<file path="config.mk">
export PLATFORM = sky130hd
export DESIGN_NAME = tli_mul
export DESIGN_NICKNAME = d
export VERILOG_FILES = /design/src/sv/tli_pkg.sv /design/src/sv/tli_mul.sv
export SDC_FILE = /design/constraint.sdc
export NUM_CORES = 2
export LEC_CHECK = 0
export ABC_AREA = 0
export BUFFER_PORTS_ARGS = -buffer_cell sky130_fd_sc_hd__buf_2
export CAP_MARGIN = 30
export CORE_UTILIZATION = 40
export CTS_CLUSTER_DIAMETER = 50
export DETAILED_ROUTE_END_ITERATION = 16
export PLACE_DENSITY = 0.65
export SLEW_MARGIN = 20
export SYNTH_ARGS = -nofsm -noshare
export SYNTH_HDL_FRONTEND = slang
export SYNTH_SLANG_ARGS = --single-unit
</file>
<file path="constraint.sdc">
create_clock -name clk_i -period 2.41 [get_ports clk_i]
set_clock_uncertainty 0.15 [all_clocks]
set_input_delay 0.3615 -clock clk_i [delete_from_list [all_inputs] [get_ports clk_i]]
set_output_delay 0.3615 -clock clk_i [all_outputs]
set_load 0.02 [all_outputs]
</file>
<file path="src/sv/tli_pkg.sv">
// ----------------------------------------------------------------------------
// tli_pkg: shared types, widths and ROM contents for the table interpolator
// Breakpoint and table values are held in units of 1e-5 and converted to
// fixed point at elaboration time by to_fix().
// ----------------------------------------------------------------------------
`default_nettype none

package tli_pkg;

  // field and datapath widths
  localparam int KEY_W  = 32;            // input key, unsigned fixed point
  localparam int OUT_W  = 32;            // result value
  localparam int FIX_W  = 40;            // breakpoints at the widest fraction
  localparam int VAL_W  = 34;            // table values at the widest fraction
  localparam int PM_W   = KEY_W + VAL_W; // product magnitude
  localparam int Q_W    = VAL_W;         // quotient bits, |q| <= |r1 - r0|

  localparam int unsigned E5_SCALE = 100000;

  localparam int ALT_LEN  = 14;
  localparam int MACH_LEN = 17;

  // curve select codes
  typedef enum logic [1:0] {
    OP_DENS  = 2'd0,
    OP_SOUND = 2'd1,
    OP_GRAV  = 2'd2,
    OP_DRAG  = 2'd3
  } op_e;

  // per-word control carried down the pipeline
  typedef struct packed {
    logic             above;   // key beyond the last breakpoint
    logic             direct;  // exact hit or first entry: base is the answer
    logic             nz;      // segment has nonzero width
    logic             neg;     // slope is negative
    logic [VAL_W-1:0] base;    // r0, or r1 when direct
  } meta_t;

  localparam logic [31:0] ALT_E5 [ALT_LEN] = '{
    32'd0, 32'd100000000, 32'd200000000, 32'd300000000, 32'd400000000,
    32'd500000000, 32'd600000000, 32'd700000000, 32'd800000000, 32'd900000000,
    32'd1000000000, 32'd1500000000, 32'd2000000000, 32'd2500000000};

  localparam logic [31:0] DENS_E5 [ALT_LEN] = '{
    32'd122500, 32'd111200, 32'd100700, 32'd90930, 32'd81940, 32'd73640,
    32'd66010, 32'd59000, 32'd52580, 32'd46710, 32'd41350, 32'd19480,
    32'd8891, 32'd4008};

  localparam logic [31:0] SND_E5 [ALT_LEN] = '{
    32'd34000000, 32'd33600000, 32'd33200000, 32'd32800000, 32'd32400000,
    32'd32000000, 32'd31600000, 32'd31200000, 32'd30800000, 32'd30300000,
    32'd29900000, 32'd29500000, 32'd29500000, 32'd29500000};

  localparam logic [31:0] GRAV_E5 [ALT_LEN] = '{
    32'd980700, 32'd980400, 32'd980100, 32'd979700, 32'd979400, 32'd979100,
    32'd978800, 32'd978500, 32'd978200, 32'd977900, 32'd977600, 32'd976100,
    32'd974500, 32'd973000};

  localparam logic [31:0] MACH_E5 [MACH_LEN] = '{
    32'd0, 32'd30000, 32'd50000, 32'd70000, 32'd89000, 32'd92000, 32'd96000,
    32'd98000, 32'd100000, 32'd102000, 32'd106000, 32'd124000, 32'd153000,
    32'd199000, 32'd287000, 32'd289000, 32'd500000};

  localparam logic [31:0] DRAG_E5 [MACH_LEN] = '{
    32'd16290, 32'd16290, 32'd16590, 32'd20310, 32'd25970, 32'd30100,
    32'd32870, 32'd40020, 32'd42580, 32'd43350, 32'd44830, 32'd40640,
    32'd36630, 32'd28970, 32'd22970, 32'd23060, 32'd26560};

  // 1e-5 units to fixed point, rounded to nearest (ties up)
  function automatic logic [FIX_W-1:0] to_fix(input logic [31:0] e5,
                                              input int unsigned frac);
    logic [63:0] scaled;
    scaled = ({32'd0, e5} << frac) + 64'(E5_SCALE / 2);
    return FIX_W'(scaled / 64'(E5_SCALE));
  endfunction

endpackage

`default_nettype wire

</file>
<file path="src/sv/tli_mul.sv">
// ----------------------------------------------------------------------------
// tli_mul: slope product stage
// Multiplies the key offset by the slope magnitude, one register stage.
// ----------------------------------------------------------------------------
`default_nettype none

module tli_mul (
  input  wire logic                      clk_i,
  input  wire logic                      rst_ni,
  input  wire logic                      en_i,
  input  wire logic                      valid_i,
  input  wire tli_pkg::meta_t            meta_i,
  input  wire logic [tli_pkg::KEY_W-1:0] kd_i,
  input  wire logic [tli_pkg::VAL_W-1:0] mag_i,
  input  wire logic [tli_pkg::FIX_W-1:0] den_i,
  output logic                           valid_o,
  output tli_pkg::meta_t                 meta_o,
  output logic [tli_pkg::PM_W-1:0]       prod_o,
  output logic [tli_pkg::FIX_W-1:0]      den_o
);
  import tli_pkg::*;

  logic [PM_W-1:0] prod_d;

  assign prod_d = PM_W'(kd_i) * PM_W'(mag_i);

  always_ff @(posedge clk_i or negedge rst_ni) begin
    if (!rst_ni) begin
      valid_o <= 1'b0;
    end else if (en_i) begin
      valid_o <= valid_i;
    end
  end

  always_ff @(posedge clk_i) begin
    if (en_i) begin
      meta_o <= meta_i;
      prod_o <= prod_d;
      den_o  <= den_i;
    end
  end

endmodule

`default_nettype wire

</file>
==> metrics.yaml <==
final_layout:
  utilization_pct: 52.8
  nFillCells: 8674
  antenna_cells: 0
  multi_input_area_mm2: 0.0326
  drive_gt1_share_pct: 27.2
  syn2layout_area_growth_pct: 30.4
  seqCellArea_mm2: 0.00435
  fin_nets: 6212
cts:
  htreeDepth: 4
  clockRootBuffer: "clkbuf_16"
  cts.sinks: 145
  cts_made_buffers: 17
  cts_tree: "done"
  path_clk_slew_ns: 0.06
  clock_latency_ns: 0.42
  clk_path_buf_depth: 2
timing:
  relSlewSlack_pct: 57.4
  hold_viol: 0
  layout_setup_ws_ns: -4.57
  fin_crit_ns: 6.98
  rsz0062_at_grt: "yes"
  worst_pin_slew_ns: 0.633
  setup_violations: 63
  fmax_mhz: 143
  fin_crit_sh_pct: 289
  drv_slew: 0
yosys:
  yosysTopAreaCell: "fa_1"
  synth.top_cell.area_share_pct: 48.8
  ys_seq_elements: 145
  synth.most_common_cell: "fa_1"
  synth_async_sr_flop_share_pct: 0.690
  synthCells: 4067
  synth_edf_count: 144
  ys.flop_type: "edfxtp_1"
  netlist_area_mm2: 0.0392
  syn-num-nets: 5436
  yosysWarnings: 0
  synthTopCellsByCount: "fa_1 (956), inv_1 (938), nand2_1 (674), and2_1 (478), ha_1 (265)"
  yosysUniqueCellTypes: 56
  ys_seq_area_share_pct: 11.1
  synth.avg_cell_area_um2: 9.65
  synthTopCellsByArea: "fa_1 (49%), edfxtp_1 (11%), inv_1 (9.0%)"
drt:
  vias: 30480
  drt_wl_total_um: 115000
  drc_errors: 15
  drtPass1Iterations: 11
  ant_nets: 0
  routed_via_density: 4.97
  wl_per_cell_um: 18.8
  drt_iter0_drc: 1595
worst_setup_path:
  crit_family: "adder cells"
  critPathCaptureType: "flip-flop"
  crit_top_cell: "fa_1"
  crit_slowest_cell: "fa_1"
  cp_slowest_stage_delay_ns: 0.55
  path_buf_inv: 9
  worstSetupPathType: "in -> reg"
  cp.arrival_ns: 7.00
  required_ns: 2.43
  path_max_fanout: 6
  cp-start-kind: "input port"
hold_path:
  min-delay-path-class: "in -> async"
outcome:
  status: "finished with violations"
  failed_checks: "design-rule violations, negative setup slack"
global_route:
  grt_max_degree: 41
  globalRouteOverflowTotal: 0
  antenna_found_initial: 0
  grt_pass1_vias: 33419
  grt_pass1_wl_um: 180000
  groute.usage.overall_pct: 23.6
floorplanning:
  die_area_mm2: 0.0994
  core_area_mm2: 0.0970
  rows: 114
  die_w_um: 315
  initial_core_util_pct: 40.5
  io_pins: 293
  die_y_um: 315
placed_design:
  hpwl_um: 96200
  place_congestion: 0.930
  place.port_buffers: 292
run:
  drv_cap: 0
[per-stage QoR]
stage | hold slack (ns) | instance area, um^2 | cells | TNS [ns] | setup WS [ns]
after CTS | 0.0692 | 49800 | 6090 | -238.49 | -4.55
after global placement | -0.0130 | 46300 | 5908 | -284.50 | -5.31
after floorplan | -0.0841 | 40500 | 4067 | -235.74 | -4.55
after detailed placement | -0.0124 | 46300 | 5908 | -289.33 | -5.39
final | 0.0898 | 51200 | 6132 | -241.41 | -4.57
after global routing | 0.0739 | 51200 | 6132 | -249.40 | -4.74
[cell families (layout without fill, tap and decap cells)]
kind of cell    after synthesis  count (layout)  share of synthesized area [%]
simple gates               1263            1263                           15.6
fa+ha+maj                  1221            1221                           57.2
buf+inv                    1161            1950                           11.1
compound gates              211             211                           3.47
flops                       145             145                           11.1
xor+xnor                     63              63                           1.41
mux                           3               3                         0.0797
[flip-flops by register name, summed over array words and instances, names as in the netlist]
register and count:
valid_o 1, den_o 40, meta_o 38, prod_o 66
[cell usage in the layout, fill, tap and decap left out, drive strengths merged, types with 6 or more instances in the layout]
cell type,count
a21o,30
nor2,34
buf,890
o211ai,7
fa,956
xnor2,37
ha,265
nand2,674
clkinv,6
clkbuf,25
a31oi,9
inv,942
nand3,12
and3,7
xor2,26
o21ai,41
nor2b,7
a21oi,77
and2,478
dlygate4sd3,80
o21bai,13
edfxtp,144
nand4,19
nor3,11
[layer usage]
layer  GRT usage, %  part of all wire, %
met1           27.6                   37
met2           43.4                   54
met3           3.37                  5.2
met4           8.73                  4.2
met5              0                    0
[area by class of cell]
cell class / instances / area share (%)
sequential: 145 / 8.50
timing repair buffer: 980 / 16.6
clock buffer: 17 / 0.831
clock inverter: 15 / 0.308
tap: 1276 / 3.12
inverter: 938 / 6.88
multi-input combinational: 2761 / 63.7
[worst paths after layout]
kind | start | end | slack [ns] | depth (start not counted)
hold reg to reg | valid_o$_DFFE_PN0P_ | valid_o$_DFFE_PN0P_ | 0.36 | 1
setup / recovery | mag_i[19] | prod_o[41]$_DFFE_PP_ | -4.57 | 26
hold / removal | rst_ni | valid_o$_DFFE_PN0P_ | 0.09 | 2
min in group clk_i | en_i | prod_o[21]$_DFFE_PP_ | 0.20 | 1
setup reg to reg | valid_o$_DFFE_PN0P_ | valid_o$_DFFE_PN0P_ | 1.52 | 1
max in group asynchronous | rst_ni | valid_o$_DFFE_PN0P_ | 1.94 | 2
[what timing repair did]
item / in CTS / in global routing
gates resized for setup: 363 / 248
endpoints found under the setup margin: 63 / 63
hold endpoints to repair: 80 / 0
pin swaps: 172 / 195
hold buffers: 80 / 0
cloned: 9 / 6
buffers inserted: 66 / 43
Power is not shown: default switching activity piles up to over one toggle a cycle in this logic, so the estimate is an artifact.
