--- src/sv/tli_pkg.sv ---
// ----------------------------------------------------------------------------
// tli_pkg: shared types, widths and ROM contents for the table interpolator
// Breakpoint and table values are held in units of 1e-5 and converted to
// fixed point at elaboration time by to_fix().
// ----------------------------------------------------------------------------
`default_nettype none

package tli_pkg;

  // field and datapath widths
  localparam int KEY_W  = 32;            // input key, unsigned fixed point
  localparam int OUT_W  = 32;            // result value
  localparam int FIX_W  = 40;            // breakpoints at the widest fraction
  localparam int VAL_W  = 34;            // table values at the widest fraction
  localparam int PM_W   = KEY_W + VAL_W; // product magnitude
  localparam int Q_W    = VAL_W;         // quotient bits, |q| <= |r1 - r0|

  localparam int unsigned E5_SCALE = 100000;

  localparam int ALT_LEN  = 14;
  localparam int MACH_LEN = 17;

  // curve select codes
  typedef enum logic [1:0] {
    OP_DENS  = 2'd0,
    OP_SOUND = 2'd1,
    OP_GRAV  = 2'd2,
    OP_DRAG  = 2'd3
  } op_e;

  // per-word control carried down the pipeline
  typedef struct packed {
    logic             above;   // key beyond the last breakpoint
    logic             direct;  // exact hit or first entry: base is the answer
    logic             nz;      // segment has nonzero width
    logic             neg;     // slope is negative
    logic [VAL_W-1:0] base;    // r0, or r1 when direct
  } meta_t;

  localparam logic [31:0] ALT_E5 [ALT_LEN] = '{
    32'd0, 32'd100000000, 32'd200000000, 32'd300000000, 32'd400000000,
    32'd500000000, 32'd600000000, 32'd700000000, 32'd800000000, 32'd900000000,
    32'd1000000000, 32'd1500000000, 32'd2000000000, 32'd2500000000};

  localparam logic [31:0] DENS_E5 [ALT_LEN] = '{
    32'd122500, 32'd111200, 32'd100700, 32'd90930, 32'd81940, 32'd73640,
    32'd66010, 32'd59000, 32'd52580, 32'd46710, 32'd41350, 32'd19480,
    32'd8891, 32'd4008};

  localparam logic [31:0] SND_E5 [ALT_LEN] = '{
    32'd34000000, 32'd33600000, 32'd33200000, 32'd32800000, 32'd32400000,
    32'd32000000, 32'd31600000, 32'd31200000, 32'd30800000, 32'd30300000,
    32'd29900000, 32'd29500000, 32'd29500000, 32'd29500000};

  localparam logic [31:0] GRAV_E5 [ALT_LEN] = '{
    32'd980700, 32'd980400, 32'd980100, 32'd979700, 32'd979400, 32'd979100,
    32'd978800, 32'd978500, 32'd978200, 32'd977900, 32'd977600, 32'd976100,
    32'd974500, 32'd973000};

  localparam logic [31:0] MACH_E5 [MACH_LEN] = '{
    32'd0, 32'd30000, 32'd50000, 32'd70000, 32'd89000, 32'd92000, 32'd96000,
    32'd98000, 32'd100000, 32'd102000, 32'd106000, 32'd124000, 32'd153000,
    32'd199000, 32'd287000, 32'd289000, 32'd500000};

  localparam logic [31:0] DRAG_E5 [MACH_LEN] = '{
    32'd16290, 32'd16290, 32'd16590, 32'd20310, 32'd25970, 32'd30100,
    32'd32870, 32'd40020, 32'd42580, 32'd43350, 32'd44830, 32'd40640,
    32'd36630, 32'd28970, 32'd22970, 32'd23060, 32'd26560};

  // 1e-5 units to fixed point, rounded to nearest (ties up)
  function automatic logic [FIX_W-1:0] to_fix(input logic [31:0] e5,
                                              input int unsigned frac);
    logic [63:0] scaled;
    scaled = ({32'd0, e5} << frac) + 64'(E5_SCALE / 2);
    return FIX_W'(scaled / 64'(E5_SCALE));
  endfunction

endpackage

`default_nettype wire

--- src/sv/tli_search.sv ---
// ----------------------------------------------------------------------------
// tli_search: breakpoint search and segment fetch
// Stage 1 compares the key against every breakpoint of the chosen curve.
// Stage 2 picks the first breakpoint at or above the key and fetches the
// segment ends, the key offset, the segment width and the slope magnitude.
// ----------------------------------------------------------------------------
`default_nettype none

module tli_search #(
  parameter int FRAC_BITS   = 16,
  parameter int MAX_ENTRIES = 17
) (
  input  wire logic                       clk_i,
  input  wire logic                       rst_ni,
  input  wire logic                       en_i,
  input  wire logic                       valid_i,
  input  wire logic [1:0]                 op_i,
  input  wire logic [tli_pkg::KEY_W-1:0]  key_i,
  output logic                            valid_o,
  output tli_pkg::meta_t                  meta_o,
  output logic [tli_pkg::KEY_W-1:0]       kd_o,
  output logic [tli_pkg::VAL_W-1:0]       mag_o,
  output logic [tli_pkg::FIX_W-1:0]       den_o
);
  import tli_pkg::*;

  localparam int N_ALT  = (MAX_ENTRIES < ALT_LEN) ? MAX_ENTRIES : ALT_LEN;
  localparam int N_MAX  = (MAX_ENTRIES < MACH_LEN) ? MAX_ENTRIES : MACH_LEN;
  localparam int IDX_W  = (N_MAX > 1) ? $clog2(N_MAX) : 1;

  // constant ROMs in fixed point
  logic [FIX_W-1:0] alt_bp  [N_MAX];
  logic [FIX_W-1:0] mach_bp [N_MAX];
  logic [VAL_W-1:0] dens_v  [N_MAX];
  logic [VAL_W-1:0] snd_v   [N_MAX];
  logic [VAL_W-1:0] grav_v  [N_MAX];
  logic [VAL_W-1:0] drag_v  [N_MAX];

  for (genvar g = 0; g < N_MAX; g++) begin : g_rom
    localparam int AI = (g < ALT_LEN) ? g : 0;
    assign alt_bp[g]  = to_fix(ALT_E5[AI], FRAC_BITS);
    assign mach_bp[g] = to_fix(MACH_E5[g], FRAC_BITS);
    assign dens_v[g]  = VAL_W'(to_fix(DENS_E5[AI], FRAC_BITS));
    assign snd_v[g]   = VAL_W'(to_fix(SND_E5[AI], FRAC_BITS));
    assign grav_v[g]  = VAL_W'(to_fix(GRAV_E5[AI], FRAC_BITS));
    assign drag_v[g]  = VAL_W'(to_fix(DRAG_E5[g], FRAC_BITS));
  end

  // ---- stage 1: parallel compares ----
  logic [N_MAX-1:0] ge_d, eq_d;
  logic [N_MAX-1:0] ge_q, eq_q;
  logic             s1_valid_q;
  op_e              s1_op_q;
  logic [KEY_W-1:0] s1_key_q;

  always_comb begin
    logic             is_drag;
    logic [FIX_W-1:0] bp;
    logic [FIX_W-1:0] key_ext;
    is_drag = (op_e'(op_i) == OP_DRAG);
    key_ext = FIX_W'(key_i);
    for (int g = 0; g < N_MAX; g++) begin
      bp      = is_drag ? mach_bp[g] : alt_bp[g];
      ge_d[g] = (is_drag || (g < N_ALT)) && (bp >= key_ext);
      eq_d[g] = (is_drag || (g < N_ALT)) && (bp == key_ext);
    end
  end

  always_ff @(posedge clk_i or negedge rst_ni) begin
    if (!rst_ni) begin
      s1_valid_q <= 1'b0;
    end else if (en_i) begin
      s1_valid_q <= valid_i;
    end
  end

  always_ff @(posedge clk_i) begin
    if (en_i) begin
      ge_q     <= ge_d;
      eq_q     <= eq_d;
      s1_op_q  <= op_e'(op_i);
      s1_key_q <= key_i;
    end
  end

  // ---- stage 2: first hit, segment fetch ----
  logic [IDX_W-1:0] idx, idx_lo;
  logic             found;
  logic [FIX_W-1:0] d0, d1;
  logic [VAL_W-1:0] r0, r1;
  logic [VAL_W:0]   dr;
  meta_t            meta_d;
  logic [KEY_W-1:0] kd_d;
  logic [VAL_W-1:0] mag_d;
  logic [FIX_W-1:0] den_d;

  // lowest set compare bit
  always_comb begin
    idx   = '0;
    found = 1'b0;
    for (int g = N_MAX - 1; g >= 0; g--) begin
      if (ge_q[g]) begin
        idx   = IDX_W'(g);
        found = 1'b1;
      end
    end
  end

  assign idx_lo = (idx == '0) ? '0 : idx - 1'b1;

  always_comb begin
    if (s1_op_q == OP_DRAG) begin
      d0 = mach_bp[idx_lo];
      d1 = mach_bp[idx];
    end else begin
      d0 = alt_bp[idx_lo];
      d1 = alt_bp[idx];
    end
    case (s1_op_q)
      OP_DENS:  begin r0 = dens_v[idx_lo]; r1 = dens_v[idx]; end
      OP_SOUND: begin r0 = snd_v[idx_lo];  r1 = snd_v[idx];  end
      OP_GRAV:  begin r0 = grav_v[idx_lo]; r1 = grav_v[idx]; end
      OP_DRAG:  begin r0 = drag_v[idx_lo]; r1 = drag_v[idx]; end
      default:  begin r0 = '0;             r1 = '0;          end
    endcase
  end

  always_comb begin
    dr            = {1'b0, r1} - {1'b0, r0};
    meta_d.above  = ~found;
    meta_d.direct = eq_q[idx] | (idx == '0);
    meta_d.nz     = (d1 != d0);
    meta_d.neg    = dr[VAL_W];
    meta_d.base   = meta_d.direct ? r1 : r0;
    // key sits above d0 on an interpolated segment, so the offset fits the key
    kd_d          = s1_key_q - d0[KEY_W-1:0];
    mag_d         = dr[VAL_W] ? VAL_W'(-dr) : dr[VAL_W-1:0];
    den_d         = d1 - d0;
  end

  always_ff @(posedge clk_i or negedge rst_ni) begin
    if (!rst_ni) begin
      valid_o <= 1'b0;
    end else if (en_i) begin
      valid_o <= s1_valid_q;
    end
  end

  always_ff @(posedge clk_i) begin
    if (en_i) begin
      meta_o <= meta_d;
      kd_o   <= kd_d;
      mag_o  <= mag_d;
      den_o  <= den_d;
    end
  end

endmodule

`default_nettype wire

--- config.mk ---
export PLATFORM = sky130hd
export DESIGN_NAME = tli_search
export DESIGN_NICKNAME = d
export VERILOG_FILES = /design/src/sv/tli_pkg.sv /design/src/sv/tli_search.sv
export SDC_FILE = /design/constraint.sdc
export NUM_CORES = 1
export LEC_CHECK = 0
export ABC_AREA = 1
export ABC_CLOCK_PERIOD_IN_PS = 7850
export BUFFER_PORTS_ARGS = -buffer_cell sky130_fd_sc_hd__buf_4
export CAP_MARGIN = 5
export CORE_MARGIN = 2
export CORE_UTILIZATION = 45
export CTS_CLUSTER_DIAMETER = 60
export DETAILED_ROUTE_END_ITERATION = 8
export PLACE_DENSITY = 0.67
export SLEW_MARGIN = 20
export SYNTH_ARGS = -nofsm -noshare
export SYNTH_HDL_FRONTEND = slang
export SYNTH_SLANG_ARGS = --single-unit
--- constraint.sdc ---
create_clock -name clk_i -period 7.85 [get_ports clk_i]
set_clock_uncertainty 0.2 [all_clocks]
set_input_delay 0 -clock clk_i [delete_from_list [all_inputs] [get_ports clk_i]]
set_output_delay 0 -clock clk_i [all_outputs]
set_load 0.02 [all_outputs]
==> results of run 1 <==
-- through the flow --
step	std cells	worst slack, ps	hold WS [ps]
2_1_floorplan	2391	1970	-496
3_3_place_gp	3062	741	-418
3_5_place_dp	3062	505	-416
4_1_cts	3146	497	0.461
5_1_grt	3149	33.1	7.45
6_report	3150	714	19.3
-- state kept, by name (all words and copies together), names as in the netlist --
register	count
s1_valid_q	1
s1_op_q	2
mag_o	34
valid_o	1
eq_q	16
ge_q	17
den_o	40
kd_o	32
meta_o	28
s1_key_q	32
-- cell families (layout without fill, tap and decap cells) --
| group | count (synthesis) | count (layout) | synth area share (%) |
|---|---|---|---|
| buffers and inverters | 413 | 652 | 9.37 |
| AO/OA/AOI/OAI | 441 | 442 | 14.7 |
| AND/OR/NAND/NOR | 1057 | 1057 | 25.4 |
| flip-flops | 203 | 203 | 34.1 |
| other | 1 | 16 | 0.0210 |
| adder cells (fa/ha/maj) | 160 | 160 | 11.4 |
| XOR/XNOR | 102 | 102 | 5.05 |
-- layer usage --
metal | track usage (%) | wire length, um | up-vias
li1 | - | - | 8517
met4 | 17.6 | 4010 | 2
met1 | 41.5 | 27600 | 8558
met5 | 0 | 14 | -
met2 | 55.3 | 32800 | 844
met3 | 4.49 | 5220 | 202
-- cell type report --
cell class                 count  share of cell area [%]
clock inverter                12                   0.499
inverter                     342                    6.11
timing repair buffer         272                    10.3
antenna                        1                  0.0119
clock buffer                  26                    2.79
tap                          518                    3.08
multi-input combinational   1776                    48.3
sequential                   203                    28.9
-- path summary, 6_finish.rpt --
path	slack (ps)	to	start	depth (start not counted)
worst max register to register	710	mag_o[18]	ge_q[13]	47
worst min register to register	360	valid_o	s1_valid_q	2
max in group asynchronous	7190	s1_valid_q	rst_ni	3
worst max-delay path	710	mag_o[18]	ge_q[13]	47
min in group asynchronous	130	valid_o	rst_ni	3
worst min-delay path	20	s1_key_q[27]	key_i[27]	2
-- layout by cell type, fill, tap and decap left out, drive strengths merged, types with 8 or more instances in the layout --
cell type,instances
nand2,509
inv,342
nor2,269
buf,225
edfxtp,201
nand3,160
ha,155
o21ai,154
a21oi,153
xor2,62
nand4,48
dlygate4sd3,46
nor3,43
xnor2,40
a31oi,28
clkbuf,27
o211ai,18
conb,15
o221ai,9
a211oi,9
nor4,9
a221oi,8
-- what timing repair did --
| item | 4_1_cts | 5_1_grt |
|---|---|---|
| hold endpoints to repair | 135 | 0 |
| setup buffers | 0 | 2 |
| gates resized for setup | 0 | 1 |
| endpoints found under the setup margin | 0 | 12 |
| hold buffers | 46 | 0 |
-- power breakdown --
part / internal, W / switching (W) / total, W
clock network: 0.000570 / 0.000425 / 0.000994
logic: 0.000835 / 0.00151 / 0.00235
registers: 0.00150 / 0.0000673 / 0.00157
-- worst max-delay path: cells and delay by family, from the launching register on --
kind | cells | cell delay, ps
AO/OA/AOI/OAI | 2 | 890
XOR/XNOR | 1 | 180
adder cells (fa/ha/maj) | 3 | 1040
buffers and inverters | 6 | 710
flip-flops | 1 | 440
AND/OR/NAND/NOR | 35 | 3380
==> reports/results.md, run 1 <==
• **overall power consumption** 0.00491 W
• **routed vias** 18,100
• **Die ar.** 41,300 um^2
• **Max VDD drop** 0.148 mV
• **kind of capture point of the worst setup path** flop
• **Final setup viols** 0
• **Critical Path Most Common Cell** sky130_fd_sc_hd__nand2_1
• **fin area** 21,000 um^2
• **initial standard-cell utilization of the core** 45.9%
• **cell area after technology mapping** 17,900 um^2
• **worst min path class** in2reg
• **total number of clock tree sinks** 203
• **starting DRC count in detailed routing** 1,610
• **combined area of the multi-input logic cells** 10,200 um^2
• **clock insertion delay at the later pin of the skew report** 540 ps
• **grt ovf** 0
• **number of levels in the clock H-tree** 1
• **total detailed-routing wirelength** 69,700 um
• **global placer's final weighted congestion** 1.06
• **share of synthesized registers carrying an async set or reset** 0.985%
• **filler cell count** 3,721
• **nets@finish** 2,816
• **count of flip-flops with a built-in enable after synthesis** 201
• **Synth cell types** 72
• **most used standard cells in the synthesized netlist** sky130_fd_sc_hd__nand2_1, sky130_fd_sc_hd__inv_1, sky130_fd_sc_hd__nor2_1, sky130_fd_sc_hd__edfxtp_1, sky130_fd_sc_hd__nand3_1
• **count of final max-slew check failures** 0
• **worst max-slew margin expressed relative to the limit** 24.1%
• **Final Hold Fails** 0
• **number of I/O pins** 183
• **Max Clk Rate** 140 MHz
• **largest net degree at the start of global routing** 73
• **Critical-path top delay cell** sky130_fd_sc_hd__a21oi_2
• **P_leak** 9.80 nW
• **remaining routing DRC violations** 0
• **number of synthesized register bits** 203
• **DIE WIDTH** 203 um
• **critical path arrival** 7210 ps
• **post-synth top area share** 33.8%
• **Max Cap Violations** 0
• **dominant synthesized flop cell** sky130_fd_sc_hd__edfxtp_1
• **detailed-placement wirelength estimate** 56,100 um
• **share of cells above drive strength 1** 11.8%
• **critical path launch point type** flop
• **via/cell ratio** 5.75
• **CTS buffer count** 23
• **outcome** finished clean
• **Root Driver** sky130_fd_sc_hd__clkbuf_16
• **via count of the first global-routing pass** 17,400
• **synthesized area divided by synthesized cell count** 7.51 um^2
• **global-route wire length before repair** 103,000 um
• **synth warn** 0
• **area grow syn2layout** 17.9%
• **Reg area** 6090 um^2
• **CP Data Required Time** 7930 ps
• **Power Dens Cells** 233 nW/um^2
• **residual antenna-violating net count after detailed routing** 0
• **clock tree from TritonCTS** done
• **WL/cell** 22.1 um
• **number of detailed-route iterations in the first pass** 6
• **biggest area contributors in the synthesized netlist** sky130_fd_sc_hd__edfxtp_1, sky130_fd_sc_hd__ha_1, sky130_fd_sc_hd__nand2_1
• **CP Max Fanout** 20
• **clock transition at the register clock pins on the worst setup and hold paths after CTS** 60 ps
• **core area** 38,900 um^2
• **total routing usage reported by global routing** 33.0%
• **area of placed instances** 19,900 um^2
• **sequential element share of the synthesized area** 34.1%
• **Least-Margin Pin Slew** 1130 ps
• **post-layout min period** 7140 ps
• **Vert. Die Dim** 203 um
• **count of buffers inserted at the top-level ports** 172
• **Gate Count Post-Synth** 2,377
• **antenna violations before repair** 3
• **Cell Rows** 72
• **final worst path period share** 90.9%
• **final total negative setup slack** 0 ps
• **clk buf depth** 3
• **crit path kind** reg2reg
• **most frequent cell after synthesis** sky130_fd_sc_hd__nand2_1
• **cell type contributing the most total cell area after synthesis** sky130_fd_sc_hd__edfxtp_1
• **unrepaired setup endpoints after global routing** false
• **Layout Utilization** 54.1%
• **Critical Path Max Stage Delay** 700 ps
Note: power is estimated with default switching activity, not from simulation.
==> inputs of run 2 (changes only) <==
- ABC_AREA: 1 -> default
==> reports/results.md, run 2 <==
• **largest registers in the final layout** den_o (40), mag_o (34)
• **via/cell ratio** 6.31
• **crit path kind** reg2reg
• **Vert. Die Dim** 203 um
• **filler cell count** 3,668
• **overall power consumption** 0.00530 W
• **share of synthesized registers carrying an async set or reset** 0.985%
• **Cell Rows** 73
• **total detailed-routing wirelength** 72,600 um
• **count of final max-slew check failures** 0
• **Layout Utilization** 54.4%
• **Power Dens Cells** 247 nW/um^2
• **number of synthesized register bits** 203
• **share of cells above drive strength 1** 15.1%
• **P_leak** 8.76 nW
• **total number of clock tree sinks** 203
• **Root Driver** sky130_fd_sc_hd__clkbuf_16
• **most frequent cells in the layout** sky130_fd_sc_hd__buf_4, sky130_fd_sc_hd__nand2_1, sky130_fd_sc_hd__edfxtp_1
• **clock transition at the register clock pins on the worst setup and hold paths after CTS** 60 ps
• **dominant synthesized flop cell** sky130_fd_sc_hd__edfxtp_1
• **number of detailed-route iterations in the first pass** 6
• **kind of capture point of the worst setup path** flop
• **count of flip-flops with a built-in enable after synthesis** 201
• **synthesized area divided by synthesized cell count** 8.63 um^2
• **remaining routing DRC violations** 0
• **total routing usage reported by global routing** 34.2%
• **detailed-placement wirelength estimate** 57,200 um
• **count of buffers inserted at the top-level ports** 172
• **number of I/O pins** 183
• **clock tree from TritonCTS** done
• **global placer's final weighted congestion** 1.10
• **area of placed instances** 20,200 um^2
• **via count of the first global-routing pass** 17,400
• **antenna violations before repair** 1
• **most common library cell in the layout ignoring fill and taps** sky130_fd_sc_hd__buf_4
• **largest net degree at the start of global routing** 76
• **number of levels in the clock H-tree** 1
• **Least-Margin Pin Slew** 957 ps
• **unrepaired setup endpoints after global routing** false
• **Max Cap Violations** 0
• **Max VDD drop** 0.203 mV
• **clk buf depth** 3
• **final cell count without fillers** 2,868
• **cell area after technology mapping** 17,900 um^2
• **Final Hold Fails** 0
• **most used standard cells in the synthesized netlist** sky130_fd_sc_hd__nand2_1, sky130_fd_sc_hd__edfxtp_1, sky130_fd_sc_hd__nor2_1, sky130_fd_sc_hd__a21oi_1, sky130_fd_sc_hd__ha_1
• **worst max-slew margin expressed relative to the limit** 36.2%
• **sequential element share of the synthesized area** 34.0%
• **synth warn** 0
• **post-layout min period** 7340 ps
• **CP Max Fanout** 10
• **global-route wire length before repair** 107,000 um
• **biggest area contributors in the synthesized netlist** sky130_fd_sc_hd__edfxtp_1, sky130_fd_sc_hd__ha_1, sky130_fd_sc_hd__a21oi_1
• **DIE WIDTH** 203 um
• **fin area** 21,500 um^2
• **Max Clk Rate** 136 MHz
• **CP Data Required Time** 7950 ps
• **Gate Count Post-Synth** 2,075
• **routed vias** 18,100
• **Synth cell types** 92
• **core area** 39,500 um^2
• **final total negative setup slack** 0 ps
• **cell type contributing the most total cell area after synthesis** sky130_fd_sc_hd__edfxtp_1
• **Final setup viols** 0
• **post-synth top area share** 33.7%
• **critical path arrival** 7440 ps
• **nets@finish** 2,521
• **CTS buffer count** 26
• **WL/cell** 25.3 um
• **worst min path class** in2reg
• **starting DRC count in detailed routing** 1,865
• **clock insertion delay at the later pin of the skew report** 550 ps
• **initial standard-cell utilization of the core** 45.4%
• **final worst path period share** 93.5%
• **grt ovf** 0
• **post-placement cell count** 2,777
• **critical path launch point type** flop
• **most frequent cell after synthesis** sky130_fd_sc_hd__nand2_1
• **max reg flops** 40
• **Die ar.** 41,400 um^2
• **area grow syn2layout** 19.9%
• **outcome** finished clean
• **register with the most flip-flops** den_o
• **residual antenna-violating net count after detailed routing** 0
[run 2: cell types whose count changed after synthesis, sizes merged, moves of 30 or more]
| cell | change |
|---|---|
| clkbuf | +34 |
| inv | -235 |
| nand2 | -305 |
| nor2 | -68 |
| nand3 | -109 |
| a21o | +38 |
| nor2b | +30 |
[run 2: report_power, final]
part	switching [W]	internal, W	total [W]
registers	0.0000746	0.00150	0.00158
clock network	0.000484	0.000690	0.00117
logic	0.00155	0.000997	0.00255
total	0.00211	0.00319	0.00530
[run 2: worst paths after layout]
kind	from	end	slack, ps	cells after the start
min reg2reg	s1_valid_q	valid_o	320	1
max	ge_q[3]	mag_o[22]	510	26
max in group asynchronous	rst_ni	valid_o	7210	3
min	key_i[12]	s1_key_q[12]	20	2
max reg2reg	ge_q[3]	mag_o[22]	510	26
min in group asynchronous	rst_ni	s1_valid_q	120	3
[run 2: layout make-up]
type | count | area (um^2) | area share (%)
antenna | 2 | 5.00 | 0.0233
timing repair buffer | 304 | 2410 | 11.2
tap | 525 | 657 | 3.06
multi-input combinational | 1678 | 11000 | 51.4
clock buffer | 34 | 722 | 3.36
inverter | 110 | 413 | 1.92
sequential | 203 | 6090 | 28.4
clock inverter | 12 | 126 | 0.589
[run 2: cell families after synthesis]
family	synth area share [%]
other	0.0209
and+or+nand+nor	19.1
muxes	2.24
xor gates and xnor gates	4.50
buffers and inverters	4.84
adders and majority gates	11.4
AOI/OAI and AO/OA	23.9
DFF	34.0
[run 2: metal layers]
metal | GRT usage, % | vias up | wire, um
met1 | 44.1 | 8693 | 28900
met3 | 5.47 | 208 | 6340
met2 | 55.2 | 931 | 33100
met4 | 18.3 | 0 | 4320
met5 | 0 | - | 0
li1 | - | 8273 | -
[run 2: timing repair]
action                                  4_1_cts  5_1_grt
endpoints found under the setup margin        0        2
hold buffers                                 43        0
setup buffers                                 0        0
hold endpoints to repair                    125        0
resized for setup                             0        6
[run 2: per-stage QoR]
stage	setup WS [ps]	hold slack (ps)
after floorplan	236	-496
after global placement	556	-418
after detailed placement	435	-416
after CTS	380	7.89
after global routing	60.3	15.4
final	510	23.4
[run 2: critical path, stage by stage (launching register included)]
cell	delay [ps]
sky130_fd_sc_hd__edfxtp_1	430
sky130_fd_sc_hd__or2_2	310
sky130_fd_sc_hd__or4_1	510
sky130_fd_sc_hd__a32o_1	300
sky130_fd_sc_hd__inv_2	190
sky130_fd_sc_hd__ha_1	300
sky130_fd_sc_hd__o21a_1	270
sky130_fd_sc_hd__nor2_2	120
sky130_fd_sc_hd__inv_1	170
sky130_fd_sc_hd__ha_2	300
sky130_fd_sc_hd__nand2_1	90
sky130_fd_sc_hd__a21boi_0	160
sky130_fd_sc_hd__nand2_1	110
sky130_fd_sc_hd__o31ai_1	70
sky130_fd_sc_hd__a221o_1	440
sky130_fd_sc_hd__fa_1	460
sky130_fd_sc_hd__nor2b_1	190
sky130_fd_sc_hd__o31ai_2	130
sky130_fd_sc_hd__a211oi_2	300
sky130_fd_sc_hd__o21a_1	280
sky130_fd_sc_hd__mux2_2	370
sky130_fd_sc_hd__a2111oi_1	380
sky130_fd_sc_hd__buf_4	190
sky130_fd_sc_hd__and3_1	180
sky130_fd_sc_hd__nor2b_1	210
sky130_fd_sc_hd__a31oi_1	120
sky130_fd_sc_hd__mux2_2	290
==> inputs of run 3 (changes only) <==
- ABC_CLOCK_PERIOD_IN_PS: 7850 -> 6870
- clock period: 7.85 -> 6.87 ns (I/O delays scaled with it)
==> reports/results.md, run 3 (synthesis gave the netlist of run 2 again) <==
• **unrepaired setup endpoints after global routing** false
• **total routing usage reported by global routing** 34.8%
• **crit path launch** ge_q[13]
• **crit path kind** reg2reg
• **global-route wire length before repair** 109,000 um
• **CP Max Fanout** 10
• **nets@finish** 2,643
• **post-placement cell count** 2,891
• **final total negative setup slack** 0 ps
• **clock transition at the register clock pins on the worst setup and hold paths after CTS** 60 ps
• **P_leak** 9.45 nW
• **Final setup viols** 0
• **area grow syn2layout** 26.9%
• **register with the most flip-flops** den_o
• **max reg flops** 40
• **count of buffers inserted at the top-level ports** 172
• **worst max-slew margin expressed relative to the limit** 26.9%
• **Power Dens Cells** 286 nW/um^2
• **number of cells on the worst reg-to-reg path** 25
• **final worst path period share** 97.7%
• **residual antenna-violating net count after detailed routing** 0
• **Max Clk Rate** 149 MHz
• **starting DRC count in detailed routing** 2,148
• **antenna violations before repair** 1
• **largest net degree at the start of global routing** 77
• **largest registers in the final layout** den_o (40), mag_o (34)
• **kind of capture point of the worst setup path** flop
• **total number of clock tree sinks** 203
• **critical path arrival** 6820 ps
• **Vert. Die Dim** 203 um
• **Critical-path top delay cell** sky130_fd_sc_hd__or4_1
• **Cell Rows** 73
• **most frequent cells in the layout** sky130_fd_sc_hd__buf_4, sky130_fd_sc_hd__nand2_1, sky130_fd_sc_hd__edfxtp_1
• **initial standard-cell utilization of the core** 45.4%
• **total detailed-routing wirelength** 73,800 um
• **WL/cell** 24.7 um
• **Critical Path Max Stage Delay** 520 ps
• **count of final max-slew check failures** 0
• **fin area** 22,700 um^2
• **Max Cap Violations** 0
• **most common library cell in the layout ignoring fill and taps** sky130_fd_sc_hd__buf_4
• **number of detailed-route iterations in the first pass** 6
• **number of I/O pins** 183
• **Root Driver** sky130_fd_sc_hd__clkbuf_16
• **share of cells above drive strength 1** 20.6%
• **core area** 39,500 um^2
• **PnR worst setup slack** 156 ps
• **endpoint of the worst register-to-register path** mag_o[22]
• **global placer's final weighted congestion** 1.03
• **Die ar.** 41,400 um^2
• **post-layout min period** 6710 ps
• **Final Hold Fails** 0
• **outcome** finished clean
• **Critical Path End** mag_o[22]
• **worst min path class** in2reg
• **detailed-placement wirelength estimate** 58,100 um
• **number of levels in the clock H-tree** 1
• **DIE WIDTH** 203 um
• **routed vias** 18,700
• **clock insertion delay at the later pin of the skew report** 560 ps
• **dpl ws** -64.0 ps
• **Critical Path Most Common Cell** sky130_fd_sc_hd__buf_4
• **via count of the first global-routing pass** 18,100
• **area of placed instances** 21,100 um^2
• **startpoint of the most critical register-to-register path** ge_q[13]
• **final cell count without fillers** 2,991
• **critical path launch point type** flop
• **Max VDD drop** 0.217 mV
• **Reg2Reg Setup Slack** 160 ps
• **grt ovf** 0
• **CTS buffer count** 26
• **remaining routing DRC violations** 0
• **clock tree from TritonCTS** done
• **via/cell ratio** 6.25
• **CP Data Required Time** 6980 ps
• **clk buf depth** 3
• **Least-Margin Pin Slew** 1080 ps
## run 3: layout make-up
cell class                      count  area [um^2]
Antenna cell                        1         2.50
Clock buffer                       28          658
Clock inverter                     20          251
Fill cell                        3624        16700
Inverter                          110          420
Multi-Input combinational cell   1678        11200
Sequential cell                   203         6090
Tap cell                          525          657
Timing Repair Buffer              426         3430
## run 3: worst max-delay path: cells and delay by family, from the launching register on
family,cells,cell delay [ps]
flops,1,430
simple gates,6,1530
buf+inv,4,720
fa+ha+maj,2,570
mux,2,690
compound gates,11,2310
## run 3: how the worst min path moves through the flow
stage / startpoint / endpoint / cells after the start
after floorplan: rst_ni / s1_valid_q / 0
after global placement: rst_ni / s1_valid_q / 1
after detailed placement: rst_ni / s1_valid_q / 1
after CTS: key_i[30] / s1_key_q[30] / 2
after global routing: key_i[16] / s1_key_q[16] / 2
final: key_i[25] / s1_key_q[25] / 2
## run 3: per-layer routing
layer  part of all wire [%]  GRT usage (%)  wire (um)
met1                     41           45.6      30200
met2                     47           57.8      34500
met3                    7.9           5.18       5830
met4                    4.6           13.6       3370
met5                  0.014              0         10
## run 3: report_power, final
part / total, W / leakage, nW / internal [W] / switching, W
logic: 0.00326 / 7.02 / 0.00139 / 0.00188
clock network: 0.00142 / 0.441 / 0.000857 / 0.000567
registers: 0.00181 / 1.99 / 0.00172 / 0.0000869
## run 3: stage by stage
stage	hold slack [ps]	utilization, %	total power [W]
2_1_floorplan	-496	-	0.00366
3_3_place_gp	-419	53.5	0.00491
3_5_place_dp	-416	53.5	0.00494
4_1_cts	3.93	57.0	0.00641
5_1_grt	14.9	57.6	0.00681
6_report	12.8	57.6	0.00649
## run 3: timing repair
item	in CTS	in global routing
setup endpoints to repair	1	39
pin swaps	0	12
hold buffers	46	0
hold endpoints to repair	122	0
setup buffers	0	4
cloned	0	1
gates resized for setup	2	50
